<file path="src/hw/rtl/mlm_pkg.sv">
// Package: shared constants, commands and state type of the limb multiplier
package mlm_pkg;
    localparam int MAX_LIMBS_DEF = 16;
    localparam int LIMB_BITS_DEF = 32;
    localparam int IDX_W         = 4;
    localparam int LEN_W         = 5;
    localparam int PIDX_W        = 5;
    localparam int OVF_W         = 8;

    localparam logic [1:0] CMD_LOAD_X = 2'd0;
    localparam logic [1:0] CMD_LOAD_Y = 2'd1;
    localparam logic [1:0] CMD_START  = 2'd2;

    localparam logic CFG_X_LEN = 1'b0;
    localparam logic CFG_Y_LEN = 1'b1;

    typedef enum logic [2:0] {
        ST_IDLE,
        ST_ISSUE,
        ST_DRAIN1,
        ST_DRAIN2,
        ST_EMIT
    } t_state;
endpackage

</file>
<file path="src/hw/rtl/mlm_cell.sv">
// One limb cell: x limb on a rotating chain, y limb held in place
module mlm_cell #(
    parameter int LIMB_BITS = mlm_pkg::LIMB_BITS_DEF
) (
    input  logic                 i_clk,
    input  logic                 i_load_x,
    input  logic                 i_load_y,
    input  logic [LIMB_BITS-1:0] i_data,
    input  logic                 i_shift,
    input  logic [LIMB_BITS-1:0] i_shift_in,
    output logic [LIMB_BITS-1:0] o_x,
    output logic [LIMB_BITS-1:0] o_y
);
    logic [LIMB_BITS-1:0] r_x;
    logic [LIMB_BITS-1:0] r_y;

    // x takes a load or the neighbor's limb; y only loads
    always_ff @(posedge i_clk) begin
        if (i_load_x) begin
            r_x <= i_data;
        end else if (i_shift) begin
            r_x <= i_shift_in;
        end
        if (i_load_y) begin
            r_y <= i_data;
        end
    end

    assign o_x = r_x;
    assign o_y = r_y;
endmodule

</file>
<file path="src/hw/rtl/multiprecision_limb_multiplier.sv">
// Top level: multi-limb schoolbook multiplier, column-wise, over a chain of limb cells
//
//  channel | direction | handshake               | payload
//  in      | sink      | i_in_valid / o_in_stall | cmd, limb_index, limb_value
//  out     | source    | o_out_valid/i_out_stall | product_limb, product_index, last
//  cfg     | sink      | i_cfg_we                | i_cfg_index, i_cfg_data
//
// A start works column by column: each column rotates the x chain through its lx
// active limbs past one multiplier, then the DRAIN1 and DRAIN2 states drain the
// multiply and accumulate stages and the EMIT state emits the limb.
// Reset is synchronous, active low, and clears control and accumulator.
// Output stall holds the emit step; input is stalled for the whole run.
module multiprecision_limb_multiplier #(
    parameter int MAX_LIMBS = mlm_pkg::MAX_LIMBS_DEF,
    parameter int LIMB_BITS = mlm_pkg::LIMB_BITS_DEF
) (
    input  logic                         i_clk,
    input  logic                         i_rst_n,
    input  logic                         i_in_valid,
    output logic                         o_in_stall,
    input  logic [1:0]                   i_cmd,
    input  logic [mlm_pkg::IDX_W-1:0]    i_limb_index,
    input  logic [LIMB_BITS-1:0]         i_limb_value,
    output logic                         o_out_valid,
    input  logic                         i_out_stall,
    output logic [LIMB_BITS-1:0]         o_product_limb,
    output logic [mlm_pkg::PIDX_W-1:0]   o_product_index,
    output logic                         o_last,
    input  logic                         i_cfg_we,
    input  logic                         i_cfg_index,
    input  logic [mlm_pkg::LEN_W-1:0]    i_cfg_data
);
    import mlm_pkg::*;

    localparam int IW  = $clog2(MAX_LIMBS + 1);
    localparam int KW  = $clog2(2 * MAX_LIMBS + 1);
    localparam int YAW = (MAX_LIMBS > 1) ? $clog2(MAX_LIMBS) : 1;
    localparam int AW  = 2 * LIMB_BITS + OVF_W;

    t_state               r_state, n_state;
    logic [LEN_W-1:0]     r_x_len, r_y_len;
    logic [IW-1:0]        r_i, n_i;
    logic [KW-1:0]        r_k, n_k;
    logic [LIMB_BITS-1:0] r_a, r_b;
    logic [2*LIMB_BITS-1:0] r_prod;
    logic [AW-1:0]        r_acc;
    logic                 r_out_valid;
    logic [LIMB_BITS-1:0] r_out_limb;
    logic [PIDX_W-1:0]    r_out_idx;
    logic                 r_out_last;

    logic [IW-1:0]        lx, ly;
    logic [KW-1:0]        lr;
    logic                 in_fire, issue, emit, out_free;
    logic [KW-1:0]        jdiff;
    logic                 y_ok;
    logic [LIMB_BITS-1:0] x_cell [MAX_LIMBS];
    logic [LIMB_BITS-1:0] y_cell [MAX_LIMBS];

    // clamp lengths into 1..MAX_LIMBS
    always_comb begin
        if (r_x_len == '0) lx = IW'(1);
        else if (int'(r_x_len) > MAX_LIMBS) lx = IW'(MAX_LIMBS);
        else lx = IW'(r_x_len);
        if (r_y_len == '0) ly = IW'(1);
        else if (int'(r_y_len) > MAX_LIMBS) ly = IW'(MAX_LIMBS);
        else ly = IW'(r_y_len);
        lr = KW'(lx) + KW'(ly);
    end

    assign o_in_stall = (r_state != ST_IDLE);
    assign in_fire    = i_in_valid && !o_in_stall;
    assign issue      = (r_state == ST_ISSUE);
    assign out_free   = !r_out_valid || !i_out_stall;
    assign emit       = (r_state == ST_EMIT) && out_free;

    // cell chain: cell j rotates from j+1, the last active cell wraps to cell 0;
    // cells past the active length hold their limbs
    for (genvar j = 0; j < MAX_LIMBS; j++) begin : g_cell
        logic [LIMB_BITS-1:0] shift_in;
        logic                 hit;
        assign hit = in_fire && (int'(i_limb_index) == j);
        if (j == MAX_LIMBS - 1) begin : g_end
            assign shift_in = x_cell[0];
        end else begin : g_mid
            assign shift_in = (int'(lx) == j + 1) ? x_cell[0] : x_cell[j+1];
        end
        mlm_cell #(.LIMB_BITS(LIMB_BITS)) u_cell (
            .i_clk      (i_clk),
            .i_load_x   (hit && (i_cmd == CMD_LOAD_X)),
            .i_load_y   (hit && (i_cmd == CMD_LOAD_Y)),
            .i_data     (i_limb_value),
            .i_shift    (issue && (j < int'(lx))),
            .i_shift_in (shift_in),
            .o_x        (x_cell[j]),
            .o_y        (y_cell[j])
        );
    end

    // y partner index for this term
    assign jdiff = r_k - KW'(r_i);
    assign y_ok  = (r_k >= KW'(r_i)) && (jdiff < KW'(ly));

    // config writes
    always_ff @(posedge i_clk) begin
        if (!i_rst_n) begin
            r_x_len <= LEN_W'(1);
            r_y_len <= LEN_W'(1);
        end else if (i_cfg_we) begin
            unique case (i_cfg_index)
                CFG_X_LEN: r_x_len <= i_cfg_data;
                CFG_Y_LEN: r_y_len <= i_cfg_data;
                default:   r_x_len <= r_x_len;
            endcase
        end
    end

    // operand, product and accumulator stages
    always_ff @(posedge i_clk) begin
        if (!i_rst_n) begin
            r_a    <= '0;
            r_b    <= '0;
            r_prod <= '0;
            r_acc  <= '0;
        end else begin
            r_a    <= x_cell[0];
            r_b    <= (issue && y_ok) ? y_cell[jdiff[YAW-1:0]] : '0;
            r_prod <= r_a * r_b;
            if (r_state == ST_IDLE) begin
                r_acc <= '0;
            end else if (emit) begin
                r_acc <= r_acc >> LIMB_BITS;
            end else begin
                r_acc <= r_acc + AW'(r_prod);
            end
        end
    end

    // state register and counters
    always_ff @(posedge i_clk) begin
        if (!i_rst_n) begin
            r_state <= ST_IDLE;
            r_i     <= '0;
            r_k     <= '0;
        end else begin
            r_state <= n_state;
            r_i     <= n_i;
            r_k     <= n_k;
        end
    end

    always_comb begin
        n_state = r_state;
        n_i     = r_i;
        n_k     = r_k;
        unique case (r_state)
            ST_IDLE: begin
                n_i = '0;
                n_k = '0;
                if (in_fire && (i_cmd == CMD_START)) n_state = ST_ISSUE;
            end
            ST_ISSUE: begin
                if (r_i == lx - IW'(1)) begin
                    n_i     = '0;
                    n_state = ST_DRAIN1;
                end else begin
                    n_i = r_i + IW'(1);
                end
            end
            ST_DRAIN1: n_state = ST_DRAIN2;
            ST_DRAIN2: n_state = ST_EMIT;
            ST_EMIT: begin
                if (out_free) begin
                    if (r_k == lr - KW'(1)) begin
                        n_state = ST_IDLE;
                    end else begin
                        n_k     = r_k + KW'(1);
                        n_state = ST_ISSUE;
                    end
                end
            end
            default: n_state = ST_IDLE;
        endcase
    end

    // output register
    always_ff @(posedge i_clk) begin
        if (!i_rst_n) begin
            r_out_valid <= 1'b0;
        end else if (emit) begin
            r_out_valid <= 1'b1;
        end else if (!i_out_stall) begin
            r_out_valid <= 1'b0;
        end
        if (emit) begin
            r_out_limb <= r_acc[LIMB_BITS-1:0];
            r_out_idx  <= PIDX_W'(r_k);
            r_out_last <= (r_k == lr - KW'(1));
        end
    end

    assign o_out_valid     = r_out_valid;
    assign o_product_limb  = r_out_limb;
    assign o_product_index = r_out_idx;
    assign o_last          = r_out_last;
endmodule

</file>
<file path="config.mk">
export PLATFORM = sky130hd
export DESIGN_NAME = multiprecision_limb_multiplier
export DESIGN_NICKNAME = d
export VERILOG_FILES = /design/src/hw/rtl/mlm_pkg.sv /design/src/hw/rtl/mlm_cell.sv /design/src/hw/rtl/multiprecision_limb_multiplier.sv
export SDC_FILE = /design/constraint.sdc
export NUM_CORES = 2
export LEC_CHECK = 0
export BUFFER_PORTS_ARGS = -buffer_cell sky130_fd_sc_hd__buf_2
export CAP_MARGIN = 20
export CORE_MARGIN = 5
export CORE_UTILIZATION = 55
export CTS_CLUSTER_DIAMETER = 40
export DETAILED_ROUTE_END_ITERATION = 10
export PLACE_DENSITY = 0.78
export SETUP_SLACK_MARGIN = 0.3
export SLEW_MARGIN = 10
export SYNTH_ARGS = -nofsm -noshare
export SYNTH_HDL_FRONTEND = slang
export SYNTH_SLANG_ARGS = --single-unit
</file>
<file path="constraint.sdc">
create_clock -name i_clk -period 8.25 [get_ports i_clk]
set_input_delay 0.4125 -clock i_clk [delete_from_list [all_inputs] [get_ports i_clk]]
set_output_delay 0.4125 -clock i_clk [all_outputs]
set_load 0.01 [all_outputs]
</file>
==> run_results.csv <==
group,metric,value,unit
place,placed_cells,9937,
floorplan,dieWidth,417,um
floorplan,fp.dieH,417,um
global_routing,grt_max_degree,130,
cts,post-cts-setup-buffers,0,
logic_synthesis,synth.area.top_cells,"edfxtp_1 35%, fa_1 20%, mux2i_1 5.1%",
hold_path,min_path_type,"in -> reg",
detailed_routing,drc_errors,0,
floorplan,initial_utilization,55.3,%
floorplan,die_area,174000,um2
sta,relSlewSlack,27.4,%
place,numPortBuffers,88,
logic_synthesis,ys_ff_latch,1287,
cts,clk_path_buf_depth,3,
place,place_area,93800,um2
detailed_routing,drt_iter0_drc,5774,
setup_path,worstSetupPathType,"reg -> reg",
cells_and_area,finalNonFillerCells,10300,
setup_path,worst_ep_required_time,8920,ps
cells_and_area,regArea,36400,um2
cells_and_area,fin_util,60.6,%
cells_and_area,fin_nets,9232,
sta,report.final.setup_viol,0,
cts,cts_buffers,169,
cts,h-tree-depth,4,
sta,worst_slew_pin_slew,1080,ps
logic_synthesis,synth.cell_area,91100,um2
detailed_routing,wl_per_cell,22.9,um
cells_and_area,multi_input_area,49500,um2
logic_synthesis,synth_top_area_cell,"edfxtp_1",
logic_synthesis,avgSynthCellArea,11.3,um2
cts,cts.sinks,1287,
floorplan,row_count,149,
logic_synthesis,synth_nets,9344,
global_routing,grt-busiest-layer,"met2",
logic_synthesis,synth_edf_count,1062,
sta,tns,0,ps
logic_synthesis,synth_common_cells,"1062 x edfxtp_1, 931 x inv_1, 899 x fa_1",
setup_path,end_kind,"register",
floorplan,core,165000,um2
logic_synthesis,ys_seq_area_share,40.0,%
logic_synthesis,post-synth-top-count-cell,"edfxtp_1",
cells_and_area,fillers,12600,
logic_synthesis,yosysWarnings,0,
logic_synthesis,async_flop_share,0,%
global_routing,grt_pass1_vias,65000,
setup_path,worstSetupStartpointType,"register",
pwr,leakage,40.5,nW
sta,finalCritPeriodShare,93.7,%
detailed_routing,antenna_left,0,
global_routing,use_met3,4.93,%
place,gp_congestion,0.923,
cts,cts.reportedPaths.clkPinSlew,60,ps
sta,slew_viol_final,0,
global_routing,antenna_found_initial,9,
setup_path,critPathMaxFanout,8,
cells_and_area,syn_to_final_growth,9.58,%
global_routing,grt_pass1_wl,370,mm
sta,fin_skew,90.3,ps
setup_path,worst-endpoint-arrival,8400,ps
pwr,ir_drop,0.209,mV
cts,worstSkewPairLatency,860,ps
sta,fmax,0.129,GHz
sta,rsz0062_at_grt,"true",
cts,cts_tree,"yes",
floorplan,top_level_ports,89,
global_routing,grt_util_all_layers,27.2,%
logic_synthesis,synth_top_area_share,35.0,%
detailed_routing,wl,235,mm
cts,root_buffer,"clkbuf_16",
logic_synthesis,synth_cell_type_count,97,
sta,period_needed,7730,ps
logic_synthesis,synthCells,8044,
detailed_routing,num_vias,60900,
detailed_routing,avgViaCountPerCell,5.93,
place,dp_slack,285,ps
detailed_routing,firstDrtPassIters,8,
sta,final-hold-violation-count,0,
logic_synthesis,synthFlopType,"edfxtp_1",
global_routing,gr-total-overflow,0,
global_routing,use_met1,33.2,%
cells_and_area,drive_above_1_share,11.0,%
place,dpl.hpwl,165,mm
cells_and_area,stdcell_area,99800,um2
outcome,outcome,"complete, no violations",
global_routing,gr-usage-met2,46.4,%
sta,layout_setup_ws,522,ps
flow_run,drv_cap,0,
pwr,power_density,161,nW/um2
worst max-delay path, stage by stage (launching register included):
cell	delay, ps
dfxtp_1	670
buf_4	280
and2_1	180
fa_1	400
inv_1	80
fa_1	420
fa_1	510
fa_1	550
inv_1	60
fa_1	490
fa_1	560
fa_1	420
fa_1	440
ha_1	400
a21oi_1	310
o21bai_1	110
a221oi_1	410
nor2_1	90
a211oi_1	410
nand2_1	180
a31oi_1	310
o31ai_1	130
mux2i_1	150
layer usage:
metal	up-vias	wire (um)
li1	26600	-
met4	2	14100
met1	30600	86500
met2	2854	116000
met5	-	13
met3	737	18300
cells in the final DEF, fill, tap and decap left out, types with 15 or more instances in the layout:
master     count
nand2_1      728
mux4_2       160
inv_6         15
o21a_1        16
o21ai_0      185
clkbuf_1      23
mux2_2        64
a21oi_1      542
and3_1        35
dfxtp_2       18
inv_1        929
nor2_1       524
nand2b_1      16
buf_2         88
ha_1         351
nor2_4        16
nand4_1       40
nand3_1       43
clkinv_2      19
o21bai_1      35
nor2b_1       47
clkbuf_16    170
clkinv_8      17
nand2_2       17
nor3_1        31
a31oi_1       24
xor2_1        57
a21o_1        50
and2_1       631
edfxtp_1    1062
clkinv_1      15
dfxtp_1      199
buf_4        141
a211oi_1      24
mux2i_1      466
xnor2_1       67
fa_1         898
cell type report:
class	instances	share of cell area, %
inverters	931	3.50
well taps	2189	2.74
multi-input cells	5289	49.6
repair buffers	254	1.83
diodes	4	0.0100
clock inverters	113	1.40
clock buffers	197	4.40
flip-flops and latches	1287	36.5
final timing paths:
check                                      start                  endpoint  slack, ps  cells after the start
worst max register to register           r_a[26]                r_prod[51]        520                     22
worst max-delay path                     r_a[26]                r_prod[51]        520                     22
worst min register to register          r_acc[3]         o_product_limb[3]        440                      0
worst min-delay path            i_limb_value[12]  g_cell[6].u_cell.o_y[12]        180                      1
registers in the layout, indices dropped and copies added, names as in the netlist, 6 cells and up:
name	cells
o_product_limb	32
r_acc	72
r_b	32
r_a	32
g_cell.u_cell.o_y	512
r_k	6
r_prod	64
g_cell.u_cell.o_x	512
repair_timing:
item	in CTS	in global routing
hold endpoints to repair	12	0
hold buffers	13	0
setup endpoints to repair	5	31
gates cloned	0	0
resized for setup	8	38
power by group:
part	internal (mW)	switching, mW
Clock	4.34	3.08
Sequential	7.11	0.117
Combinational	0.550	0.916
Total	12.0	4.11
through the flow:
step                      hold WS [ps]  power, mW
final                              182       16.1
after global routing               175       16.6
after CTS                          128       16.2
after detailed placement           424       8.80
after global placement             421       8.75
after floorplan                    412       8.27
cells by family after synthesis:
family,Yosys count,share of synthesized area (%)
AO/OA/AOI/OAI,1013,6.58
XOR/XNOR,126,1.21
adder cells (fa/ha/maj),1251,24.6
buffers and inverters,1468,6.14
flip-flops,1287,40.0
multiplexers,690,9.87
AND/OR/NAND/NOR,2209,11.7
(Power assumes the default switching activity.)
